File: config.mk
export PLATFORM = sky130hd
export DESIGN_NAME = array_union_intersection
export DESIGN_NICKNAME = d
export VERILOG_FILES = /design/src/sv/aul_pkg.sv /design/src/sv/aul_store.sv /design/src/sv/aul_seq.sv /design/src/sv/array_union_intersection.sv
export SDC_FILE = /design/constraint.sdc
export NUM_CORES = 2
export LEC_CHECK = 0
export BUFFER_PORTS_ARGS = -buffer_cell sky130_fd_sc_hd__buf_2
export CAP_MARGIN = 40
export CORE_ASPECT_RATIO = 1.2
export CORE_MARGIN = 3
export CORE_UTILIZATION = 50
export DETAILED_ROUTE_END_ITERATION = 16
export PLACE_DENSITY = 0.67
export SLEW_MARGIN = 20
export SYNTH_ARGS = -nofsm -noshare
export SYNTH_HDL_FRONTEND = slang
export SYNTH_SLANG_ARGS = --single-unit
File: constraint.sdc
create_clock -name clock -period 4.5 [get_ports clock]
set_input_delay 0 -clock clock [delete_from_list [all_inputs] [get_ports clock]]
set_output_delay 0 -clock clock [all_outputs]
set_load 0.01 [all_outputs]
File: src/sv/aul_pkg.sv
// Shared item types and codes for the array union/intersection block.
package aul_pkg;

   // input item modes
   localparam logic [1:0] MODE_LOAD_FIRST  = 2'd0;
   localparam logic [1:0] MODE_LOAD_SECOND = 2'd1;
   localparam logic [1:0] MODE_CLEAR       = 2'd2;
   localparam logic [1:0] MODE_FETCH       = 2'd3;

   // result item kinds
   localparam logic [1:0] KIND_UNION = 2'd0;
   localparam logic [1:0] KIND_INTER = 2'd1;
   localparam logic [1:0] KIND_EMPTY = 2'd2;
   localparam logic [1:0] KIND_NONE  = 2'd3;

   typedef struct packed {
      logic [1:0]         mode;
      logic signed [31:0] value;
   } req_type;

   typedef struct packed {
      logic [1:0]         kind;
      logic signed [31:0] value_res;
      logic               last;
   } rsp_type;

   // sequencer status toward the output stage
   typedef struct packed {
      logic busy;
      logic res_valid;
   } seq_stat_type;

endpackage

File: src/sv/aul_store.sv
// Element store: one write port, one read port with registered read data.
module aul_store #(
   parameter int DEPTH = 64
) (
   input  logic                                        clock,
   input  logic                                        wr_en,
   input  logic [((DEPTH > 1) ? $clog2(DEPTH) : 1)-1:0] wr_addr,
   input  logic [31:0]                                 wr_data,
   input  logic [((DEPTH > 1) ? $clog2(DEPTH) : 1)-1:0] rd_addr,
   output logic [31:0]                                 rd_data
);

   logic [31:0] mem [DEPTH];
   logic [31:0] rd_data_ff;

   // write on enable, read every cycle
   always_ff @(posedge clock) begin
      if (wr_en) begin
         mem[wr_addr] <= wr_data;
      end
      rd_data_ff <= mem[rd_addr];
   end

   assign rd_data = rd_data_ff;

endmodule

File: src/sv/aul_seq.sv
// Sequencer: counts, answer cursor and the shared element comparator.
module aul_seq #(
   parameter int MAX_LEN = 64
) (
   input  logic                                          clock,
   input  logic                                          reset,
   input  logic                                          req_fire,
   input  aul_pkg::req_type                              req_in,
   input  logic                                          out_free,
   output aul_pkg::seq_stat_type                         stat,
   output aul_pkg::rsp_type                              res,
   output logic                                          wr_first,
   output logic                                          wr_second,
   output logic [((MAX_LEN > 1) ? $clog2(MAX_LEN) : 1)-1:0] wr_addr,
   output logic [31:0]                                   wr_data,
   output logic [((MAX_LEN > 1) ? $clog2(MAX_LEN) : 1)-1:0] rd_addr_first,
   output logic [((MAX_LEN > 1) ? $clog2(MAX_LEN) : 1)-1:0] rd_addr_second,
   input  logic [31:0]                                   rd_data_first,
   input  logic [31:0]                                   rd_data_second
);

   localparam int CW = $clog2(MAX_LEN + 1);
   localparam int AW = (MAX_LEN > 1) ? $clog2(MAX_LEN) : 1;

   typedef enum logic [3:0] {
      S_IDLE, S_COPY, S_COPYD, S_XRD, S_XGET, S_SRD, S_SCMP, S_IRD, S_ICMP, S_OUT
   } state_type;

   typedef enum logic [1:0] {
      PH_COPY, PH_EXTRA, PH_INTER, PH_DONE
   } phase_type;

   state_type        state_ff, state_in;
   phase_type        phase_ff, phase_in;
   logic [CW-1:0]    outer_ff, outer_in;
   logic [CW-1:0]    inner_ff, inner_in;
   logic             any_ff, any_in;
   logic             peek_ff, peek_in;
   logic [CW-1:0]    sv_outer_ff, sv_outer_in;
   logic [CW-1:0]    sv_inner_ff, sv_inner_in;
   logic [CW-1:0]    cnt_first_ff, cnt_first_in;
   logic [CW-1:0]    cnt_second_ff, cnt_second_in;
   logic [31:0]      x_ff, x_in;
   aul_pkg::rsp_type res_ff, res_in;

   logic             restart;
   logic             first_long;
   logic [CW-1:0]    nl, ns;
   logic [31:0]      lng_q, sht_q, cmp_a;
   logic             eq;
   logic [AW-1:0]    la, sa;

   // long/short roles: first array is long on a tie
   assign first_long = cnt_first_ff >= cnt_second_ff;
   assign nl         = first_long ? cnt_first_ff : cnt_second_ff;
   assign ns         = first_long ? cnt_second_ff : cnt_first_ff;
   assign lng_q      = first_long ? rd_data_first : rd_data_second;
   assign sht_q      = first_long ? rd_data_second : rd_data_first;

   // read addresses: long side at the outer index, short side at outer or inner
   assign la             = outer_ff[AW-1:0];
   assign sa             = (state_ff == S_COPY) ? outer_ff[AW-1:0] : inner_ff[AW-1:0];
   assign rd_addr_first  = first_long ? la : sa;
   assign rd_addr_second = first_long ? sa : la;

   // the one shared comparator
   assign cmp_a = (state_ff == S_SCMP) ? x_ff : lng_q;
   assign eq    = (cmp_a == sht_q);

   // load writes
   assign wr_data = req_in.value;
   assign wr_addr = (req_in.mode == aul_pkg::MODE_LOAD_FIRST) ?
                    cnt_first_ff[AW-1:0] : cnt_second_ff[AW-1:0];

   // next-state logic
   always_comb begin
      state_in      = state_ff;
      phase_in      = phase_ff;
      outer_in      = outer_ff;
      inner_in      = inner_ff;
      any_in        = any_ff;
      peek_in       = peek_ff;
      sv_outer_in   = sv_outer_ff;
      sv_inner_in   = sv_inner_ff;
      cnt_first_in  = cnt_first_ff;
      cnt_second_in = cnt_second_ff;
      x_in          = x_ff;
      res_in        = res_ff;
      restart       = 1'b0;
      wr_first      = 1'b0;
      wr_second     = 1'b0;

      case (state_ff)
         S_IDLE: begin
            if (req_fire) begin
               case (req_in.mode)
                  aul_pkg::MODE_LOAD_FIRST: begin
                     if (cnt_first_ff < CW'(MAX_LEN)) begin
                        wr_first     = 1'b1;
                        cnt_first_in = cnt_first_ff + CW'(1);
                     end
                     restart = 1'b1;
                  end
                  aul_pkg::MODE_LOAD_SECOND: begin
                     if (cnt_second_ff < CW'(MAX_LEN)) begin
                        wr_second     = 1'b1;
                        cnt_second_in = cnt_second_ff + CW'(1);
                     end
                     restart = 1'b1;
                  end
                  aul_pkg::MODE_CLEAR: begin
                     cnt_first_in  = '0;
                     cnt_second_in = '0;
                     restart       = 1'b1;
                  end
                  aul_pkg::MODE_FETCH: begin
                     case (phase_ff)
                        PH_COPY:  state_in = S_COPY;
                        PH_EXTRA: state_in = S_XRD;
                        PH_INTER: state_in = S_IRD;
                        default: begin
                           res_in.kind      = aul_pkg::KIND_NONE;
                           res_in.value_res = '0;
                           res_in.last      = 1'b0;
                           state_in         = S_OUT;
                        end
                     endcase
                  end
                  default: ;
               endcase
            end
         end

         // union: every short element in order
         S_COPY: begin
            if (outer_ff < ns) begin
               state_in = S_COPYD;
            end else begin
               phase_in = PH_EXTRA;
               outer_in = '0;
               state_in = S_XRD;
            end
         end
         S_COPYD: begin
            res_in.kind      = aul_pkg::KIND_UNION;
            res_in.value_res = $signed(sht_q);
            res_in.last      = 1'b0;
            outer_in         = outer_ff + CW'(1);
            state_in         = S_OUT;
         end

         // union: long elements absent from the short array
         S_XRD: begin
            if (outer_ff < nl) begin
               outer_in = outer_ff + CW'(1);
               inner_in = '0;
               state_in = S_XGET;
            end else begin
               phase_in = PH_INTER;
               outer_in = '0;
               inner_in = '0;
               state_in = S_IRD;
            end
         end
         S_XGET: begin
            x_in     = lng_q;
            state_in = S_SRD;
         end
         S_SRD: begin
            if (inner_ff < ns) begin
               inner_in = inner_ff + CW'(1);
               state_in = S_SCMP;
            end else begin
               res_in.kind      = aul_pkg::KIND_UNION;
               res_in.value_res = $signed(x_ff);
               res_in.last      = 1'b0;
               state_in         = S_OUT;
            end
         end
         S_SCMP: begin
            state_in = eq ? S_XRD : S_SRD;
         end

         // intersection scan; peek mode looks for a further match only
         S_IRD: begin
            if (outer_ff < nl) begin
               if (inner_ff < ns) begin
                  inner_in = inner_ff + CW'(1);
                  state_in = S_ICMP;
               end else begin
                  inner_in = '0;
                  outer_in = outer_ff + CW'(1);
               end
            end else begin
               phase_in = PH_DONE;
               state_in = S_OUT;
               if (peek_ff) begin
                  peek_in     = 1'b0;
                  res_in.last = 1'b1;
               end else if (!any_ff) begin
                  res_in.kind      = aul_pkg::KIND_EMPTY;
                  res_in.value_res = '0;
                  res_in.last      = 1'b1;
               end else begin
                  res_in.kind      = aul_pkg::KIND_NONE;
                  res_in.value_res = '0;
                  res_in.last      = 1'b0;
               end
            end
         end
         S_ICMP: begin
            state_in = S_IRD;
            if (eq) begin
               if (!peek_ff) begin
                  res_in.kind      = aul_pkg::KIND_INTER;
                  res_in.value_res = $signed(lng_q);
                  res_in.last      = 1'b0;
                  any_in           = 1'b1;
                  peek_in          = 1'b1;
                  sv_outer_in      = outer_ff;
                  sv_inner_in      = inner_ff;
               end else begin
                  // another match exists: rewind to just after the emitted one
                  outer_in    = sv_outer_ff;
                  inner_in    = sv_inner_ff;
                  peek_in     = 1'b0;
                  res_in.last = 1'b0;
                  state_in    = S_OUT;
               end
            end
         end

         S_OUT: begin
            if (out_free) begin
               state_in = S_IDLE;
            end
         end

         default: state_in = S_IDLE;
      endcase

      // any load or clear starts the answer over
      if (restart) begin
         phase_in = PH_COPY;
         outer_in = '0;
         inner_in = '0;
         any_in   = 1'b0;
         peek_in  = 1'b0;
      end
   end

   // state and registered outputs
   always_ff @(posedge clock) begin
      x_ff        <= x_in;
      sv_outer_ff <= sv_outer_in;
      sv_inner_ff <= sv_inner_in;
      res_ff      <= res_in;
      if (reset) begin
         state_ff      <= S_IDLE;
         phase_ff      <= PH_COPY;
         outer_ff      <= '0;
         inner_ff      <= '0;
         any_ff        <= 1'b0;
         peek_ff       <= 1'b0;
         cnt_first_ff  <= '0;
         cnt_second_ff <= '0;
      end else begin
         state_ff      <= state_in;
         phase_ff      <= phase_in;
         outer_ff      <= outer_in;
         inner_ff      <= inner_in;
         any_ff        <= any_in;
         peek_ff       <= peek_in;
         cnt_first_ff  <= cnt_first_in;
         cnt_second_ff <= cnt_second_in;
      end
   end

   assign res            = res_ff;
   assign stat.busy      = (state_ff != S_IDLE);
   assign stat.res_valid = (state_ff == S_OUT);

endmodule

File: src/sv/array_union_intersection.sv
// Load and clear items are taken while the sequencer is idle. A fetch steps through the arrays
// comparing one element pair at a time; the worst fetch is a full scan of both stores. The pace
// is set by the single read port of each store feeding one comparator.
// One item at a time: req_stall is high while a fetch is being worked on.
// Reset clears counts and restarts the answer; store contents are not cleared.
module array_union_intersection #(
   parameter int MAX_LEN = 64
) (
   input  logic             clock,
   input  logic             reset,
   input  logic             req_valid,
   output logic             req_stall,
   input  aul_pkg::req_type req_data,
   output logic             rsp_valid,
   input  logic             rsp_stall,
   output aul_pkg::rsp_type rsp_data
);

   localparam int AW = (MAX_LEN > 1) ? $clog2(MAX_LEN) : 1;

   aul_pkg::seq_stat_type stat;
   aul_pkg::rsp_type      res;
   aul_pkg::rsp_type      rsp_data_ff;
   logic                  rsp_valid_ff;
   logic                  req_fire;
   logic                  out_free;
   logic                  wr_first, wr_second;
   logic [AW-1:0]         wr_addr, rd_addr_first, rd_addr_second;
   logic [31:0]           wr_data, rd_data_first, rd_data_second;

   assign req_stall = stat.busy;
   assign req_fire  = req_valid && !req_stall;
   assign out_free  = !rsp_valid_ff || !rsp_stall;

   aul_seq #(.MAX_LEN(MAX_LEN)) u_seq (
      .clock          (clock),
      .reset          (reset),
      .req_fire       (req_fire),
      .req_in         (req_data),
      .out_free       (out_free),
      .stat           (stat),
      .res            (res),
      .wr_first       (wr_first),
      .wr_second      (wr_second),
      .wr_addr        (wr_addr),
      .wr_data        (wr_data),
      .rd_addr_first  (rd_addr_first),
      .rd_addr_second (rd_addr_second),
      .rd_data_first  (rd_data_first),
      .rd_data_second (rd_data_second)
   );

   aul_store #(.DEPTH(MAX_LEN)) u_first (
      .clock   (clock),
      .wr_en   (wr_first),
      .wr_addr (wr_addr),
      .wr_data (wr_data),
      .rd_addr (rd_addr_first),
      .rd_data (rd_data_first)
   );

   aul_store #(.DEPTH(MAX_LEN)) u_second (
      .clock   (clock),
      .wr_en   (wr_second),
      .wr_addr (wr_addr),
      .wr_data (wr_data),
      .rd_addr (rd_addr_second),
      .rd_data (rd_data_second)
   );

   // output register between the sequencer and the result channel
   always_ff @(posedge clock) begin
      if (stat.res_valid && out_free) begin
         rsp_data_ff <= res;
      end
      if (reset) begin
         rsp_valid_ff <= 1'b0;
      end else if (stat.res_valid && out_free) begin
         rsp_valid_ff <= 1'b1;
      end else if (!rsp_stall) begin
         rsp_valid_ff <= 1'b0;
      end
   end

   assign rsp_valid = rsp_valid_ff;
   assign rsp_data  = rsp_data_ff;

endmodule

# == Word-level counts from Yosys, hierarchy flattened ==
# Memories as Yosys holds them, arrays and structs flattened. A register that Yosys moved wholly into a read port is not among the register bits.
# Index checks and enable logic that the tools add are counted.
# word_totals
n_memories,2
elab_cells,170
ff_bits,153
in_bits,38
out_inout_bits,37
ram_bits,4096
# mem_list
memory,depth,word_bits,read_ports,rd_clocked_by_memory_dff,wr,line_no,rtl
u_first.mem,64,32,1,1,1,aul_store.sv:13,logic [31:0] mem [DEPTH];
u_second.mem,64,32,1,1,1,aul_store.sv:13,
# op_classes
magnitude_cmp,6
reduce_logical,31
n_mux,75
bitwise,1
addsub,4
n_eq_ne,33
# ops
cell,count
$mux 35,6
$pmux 35 s5,1
$mux 7,15
$mux 34,3
$mux 32,3
$pmux 4 s10,1
$pmux 7 s5,1
$eq 32x32->1,1
$mux 4,8
$add 7x1->7 const B,4
$pmux 7 s2,2
$pmux 7 s4,1
$mux 6,4
$mux 1,22
$ne 2x2->1 const B,11
$lt 7x7->1,3
$reduce_and 4->1,5
$eq 4x3->1 const B,4
$lt 7x7->1 const B,2
$ne 2x1->1 const B,6
$pmux 4 s3,1
$reduce_bool 5->1,2
$reduce_and 9->1,1
$eq 4x2->1 const B,2
other kinds (25),41

# == Depth between registers and ports, before layout ==
# logic_depth
depth_word,7
depth_mapped,22

# == Hierarchy ==
# From an unflattened synthesis, not the netlist that was laid out.
# unflattened
cells_unflattened,7668
area_unflattened_um2,166713.6
# modules_own_cells
mod,area_per_inst_um2,cells_per_inst,seq_area_each_um2,instances
aul_store at u_second,78515.3,3324,62139.6,1
aul_store at u_first,78509.0,3323,62139.6,1
aul_seq,8593.2,980,3153.0,1
array_union_intersection,1096.1,41,1071.0,1

# == Worst setup path after synthesis ==
# Ideal clock, no wire load.
# synth_timing
kind,register to register
start,reg u_seq.cnt_first_ff[0]
end,reg u_seq.res_ff (netlist bit u_seq.res[10]) (enable)
slack_ps,-156
path_buffers,5
stages_incl_launch_ff,22
t_arrival_ps,4328
t_required_ps,4172
path_cell_list,dfxtp_1 clkbuf_1 inv_1 ha_1 nand2b_1 a31oi_1 o21a_1 buf_4 buf_4 clkbuf_1 clkbuf_1 a21oi_1 ha_1 nand3_1 nor2_1 a21oi_1 nand2_1 a31oi_1 nand2b_1 a31oi_1 nor2_1 o221a_2
# synth_between
elab_chain_len,6
# synth_rtl
item,line_no,rtl
from (decl),aul_seq.sv:41,"logic [CW-1:0] cnt_first_ff, cnt_first_in;"
from (signal assigned),aul_seq.sv:274,cnt_first_ff <= cnt_first_in;
branches (longest 5 deep; another with $ge 7x7->1),-,
$reduce_and 9->1 (no source line) *,-,
to (signal assigned),aul_seq.sv:257,res_ff <= res_in;
to (decl),aul_seq.sv:44,"aul_pkg::rsp_type res_ff, res_in;"
# Every way passes the cells marked *.
# A chain may end at the register's enable or synchronous reset.

# == Final worst setup path ==
# layout_timing
start,reg u_seq.cnt_second_ff[5]
end,"reg u_first.rd_data_ff[7] (netlist: u_first.rd_data[7]), read port of u_first.mem"
# layout_between
elab_chain_len,2
# layout_rtl
item,line_no,rtl
from (decl),aul_seq.sv:42,"logic [CW-1:0] cnt_second_ff, cnt_second_in;"
from (signal assigned),aul_seq.sv:275,cnt_second_ff <= cnt_second_in;
$ge 7x7->1,aul_seq.sv:54,assign first_long = cnt_first_ff >= cnt_second_ff;
$mux 6,aul_seq.sv:63,assign rd_addr_first = first_long ? la : sa;
to (decl),aul_store.sv:14,logic [31:0] rd_data_ff;
# No other way between the ends.

==> results.json <==
{
  "outcome": "complete, no violations",
  "grt_max_degree": 137,
  "path_buf_inv": 6,
  "final_core_util_pct": 58.2,
  "cp_max_fo": 28,
  "crit_type": "reg -> reg",
  "grt_pass1_wl_um": 666000,
  "fin_crit_ps": 4390,
  "yosysUniqueCellTypes": 82,
  "synth_area_per_cell_um2": 16.9,
  "max_freq_mhz": 228,
  "syn_nets": 9897,
  "track_usage_pct": 26.9,
  "ios": 75,
  "cts_buffers": 392,
  "grt_overflow": 0,
  "cpPeakStageDelay_ps": 430,
  "portBuffers": 74,
  "netlist_area_um2": 167000,
  "clock_sinks": 4313,
  "core-area_um2": 331000,
  "finalHoldViolCount": 0,
  "pwr_density_cell_nw_per_um2": 413,
  "wl_per_cell_um": 30.6,
  "endpoint_kind": "flip-flop",
  "finClkSkew_ps": 52.1,
  "worstPathRequired_ps": 5300,
  "gp_congestion": 0.913,
  "flow.area_growth_from_synthesis_pct": 15.5,
  "antenna_found_initial": 24,
  "root_buffer": "clkbuf_16",
  "worstPathCellList": "inv_1, ha_1, a21o_1, a221oi_4, buf_4, o211ai_2, buf_4, mux2_8, buf_12, buf_12, mux4_2, a22o_1, nor4_1, buf_4, nand4_1",
  "cts.path.max_buffers": 4,
  "die_y_um": 638,
  "min_path_type": "in -> reg",
  "via_count": 95702,
  "drt_wl_total_um": 467000,
  "holdWs_ps": 33.0,
  "critical_path.most_common_cell": "buf_4",
  "ir_drop_mv": 0.299,
  "first_global_vias": 93183,
  "syn_inst": 9828,
  "nFillCells": 24214,
  "h-tree-depth": 5,
  "ant_nets": 0,
  "min_period_over_period_pct": 97.5,
  "p_total_mw": 79.5,
  "startpoint_type": "flip-flop",
  "cts_tree": "done",
  "clkLatencyLatePin_ps": 940,
  "drc": 0,
  "slew-limit-headroom_pct": 34.5,
  "worst_path_dominant_cell_family": "buffers and inverters",
  "yosysWarnings": 0,
  "rows": 231,
  "async_reset_ff_share_pct": 0,
  "firstDrtPassIters": 10,
  "synth_edf_count": 4212,
  "p_leak_nw": 61.7,
  "maxSlewViolCount": 0,
  "drtIter0Drc": 13224,
  "die-area_um2": 340000,
  "viasPerCell": 6.28,
  "layout-drive-gt1-share_pct": 19.2,
  "ys_ff_latch": 4313,
  "start_util_pct": 50.4,
  "cp.arrival_ps": 5190,
  "slowest_stage": "mux2_8",
  "yosysSeqAreaShare_pct": 77.2,
  "setup_ws_ps": 113,
  "dp_slack_ps": -24.6,
  "maxCapViolCount": 0,
  "die_w_um": 533,
  "synth_flop_cell": "edfxtp_1",
  "final-setup-viol-count": 0,
  "dp_hpwl_um": 280000,
  "path_clk_slew_ps": 70,
  "worst_slew_pin_slew_ps": 983,
  "fin_nets": 10550
}
==> per-layer routing <==
layer / part of all wire [%] / vias up / global-route usage (%)
met1: 38 / 49389 / 36.9
met3: 10 / 869 / 4.99
met2: 48 / 5391 / 42.9
met4: 4.6 / 14 / 11.1
met5: 0.021 / - / 0
li1: - / 40039 / -
==> cells by family (layout without fill, tap and decap cells) <==
family | after synthesis | after routing | share of synthesized area [%]
other cells | 0 | 13 | 0
simple gates | 3001 | 3002 | 7.84
buf+inv | 646 | 1607 | 1.62
flops | 4313 | 4313 | 77.2
xor+xnor | 76 | 76 | 0.400
mux | 783 | 783 | 8.30
compound gates | 978 | 979 | 4.44
fa+ha+maj | 31 | 31 | 0.233
==> repair_timing <==
action                                   CTS  global route
cloned                                     0             3
buffers inserted                           1            17
hold endpoints to repair                2922             8
endpoints found under the setup margin     2            85
hold buffers                              48             1
gates resized for setup                    1            21
pin swaps                                  0             5
==> power breakdown <==
group          internal [mW]  switching [mW]  total, mW
registers               44.1          0.0987       44.2
clock network           19.4            14.4       33.8
logic                  0.344            1.19       1.54
total                   63.8            15.7       79.5
==> state kept, by name (all words and copies together) (netlist names), 32 cells and up <==
register          flops
u_seq.x_ff           32
u_seq.res            35
u_first.rd_data      32
u_second.mem       2048
u_first.mem        2048
u_second.rd_data     32
rsp_data             35
==> stage by stage <==
step           cell area, µm²  instances  setup TNS (ps)
6_report               192000      15231               0
5_1_grt                192000      15223           -25.6
4_1_cts                192000      15188               0
2_1_floorplan          167000       9828               0
3_3_place_gp           178000      14414            -390
3_5_place_dp           178000      14435           -24.6
==> cells in the mapped netlist, drive strengths merged, types with 31 or more instances <==
| cell | instances | share of area [%] |
|---|---|---|
| and3 | 75 | 0.28 |
| xor2 | 33 | 0.17 |
| buf | 262 | 0.76 |
| a21oi | 63 | 0.19 |
| nand2 | 1851 | 4.2 |
| edfxtp | 4212 | 76 |
| xnor2 | 43 | 0.23 |
| mux2i | 283 | 1.7 |
| clkbuf | 318 | 0.72 |
| a32oi | 252 | 1.3 |
| nor2 | 217 | 0.50 |
| inv | 64 | 0.14 |
| ha | 31 | 0.23 |
| a222oi | 35 | 0.21 |
| o21ai | 41 | 0.13 |
| nor4 | 35 | 0.14 |
| nand4 | 179 | 0.67 |
| nand3 | 496 | 1.5 |
| a22oi | 186 | 0.84 |
| a31oi | 234 | 0.88 |
| nor2b | 57 | 0.21 |
| a22o | 42 | 0.22 |
| dfxtp | 101 | 1.2 |
| mux4 | 476 | 6.4 |
==> cell type report <==
class / count / area (µm²) / area share (%)
Antenna cell: 13 / 32.5 / 0.0169
Clock buffer: 490 / 10500 / 5.45
Clock inverter: 214 / 2420 / 1.26
Inverter: 66 / 248 / 0.129
Multi-Input combinational cell: 4871 / 36700 / 19.1
Sequential cell: 4313 / 129000 / 66.8
Tap cell: 4427 / 5540 / 2.88
Timing Repair Buffer: 837 / 8440 / 4.39
==> path summary, 6_finish.rpt <==
| kind | endpoint | slack, ps | from | cells past startpoint |
|---|---|---|---|---|
| worst max-delay path | u_first.rd_data[7] | 110 | u_seq.cnt_second_ff[5] | 15 |
| worst min register to register | rsp_data[31] | 400 | u_seq.res[31] | 0 |
| worst min-delay path | u_second.mem[2][16] | 30 | req_data[16] | 2 |
| worst max register to register | u_first.rd_data[7] | 110 | u_seq.cnt_second_ff[5] | 15 |
==> cells in the final DEF (no fill, tap or decap), types with 59 or more instances in the layout <==
cell type / synthesis / layout
edfxtp_1: 4212 / 4212
nand2_1: 1850 / 1847
buf_4: 13 / 582
nand3_1: 495 / 494
mux4_2: 476 / 476
clkbuf_16: 0 / 400
mux2i_1: 283 / 280
a32oi_1: 252 / 252
a31oi_1: 234 / 232
a22oi_1: 186 / 186
nand4_1: 179 / 179
nor2_4: 1 / 140
buf_12: 0 / 138
dfxtp_1: 101 / 101
clkbuf_1: 318 / 76
and3_1: 75 / 75
nor2_1: 215 / 66
clkinv_2: 0 / 66
inv_1: 64 / 64
clkinv_1: 2 / 62
a21oi_1: 61 / 59
(Power assumes the default switching activity.)
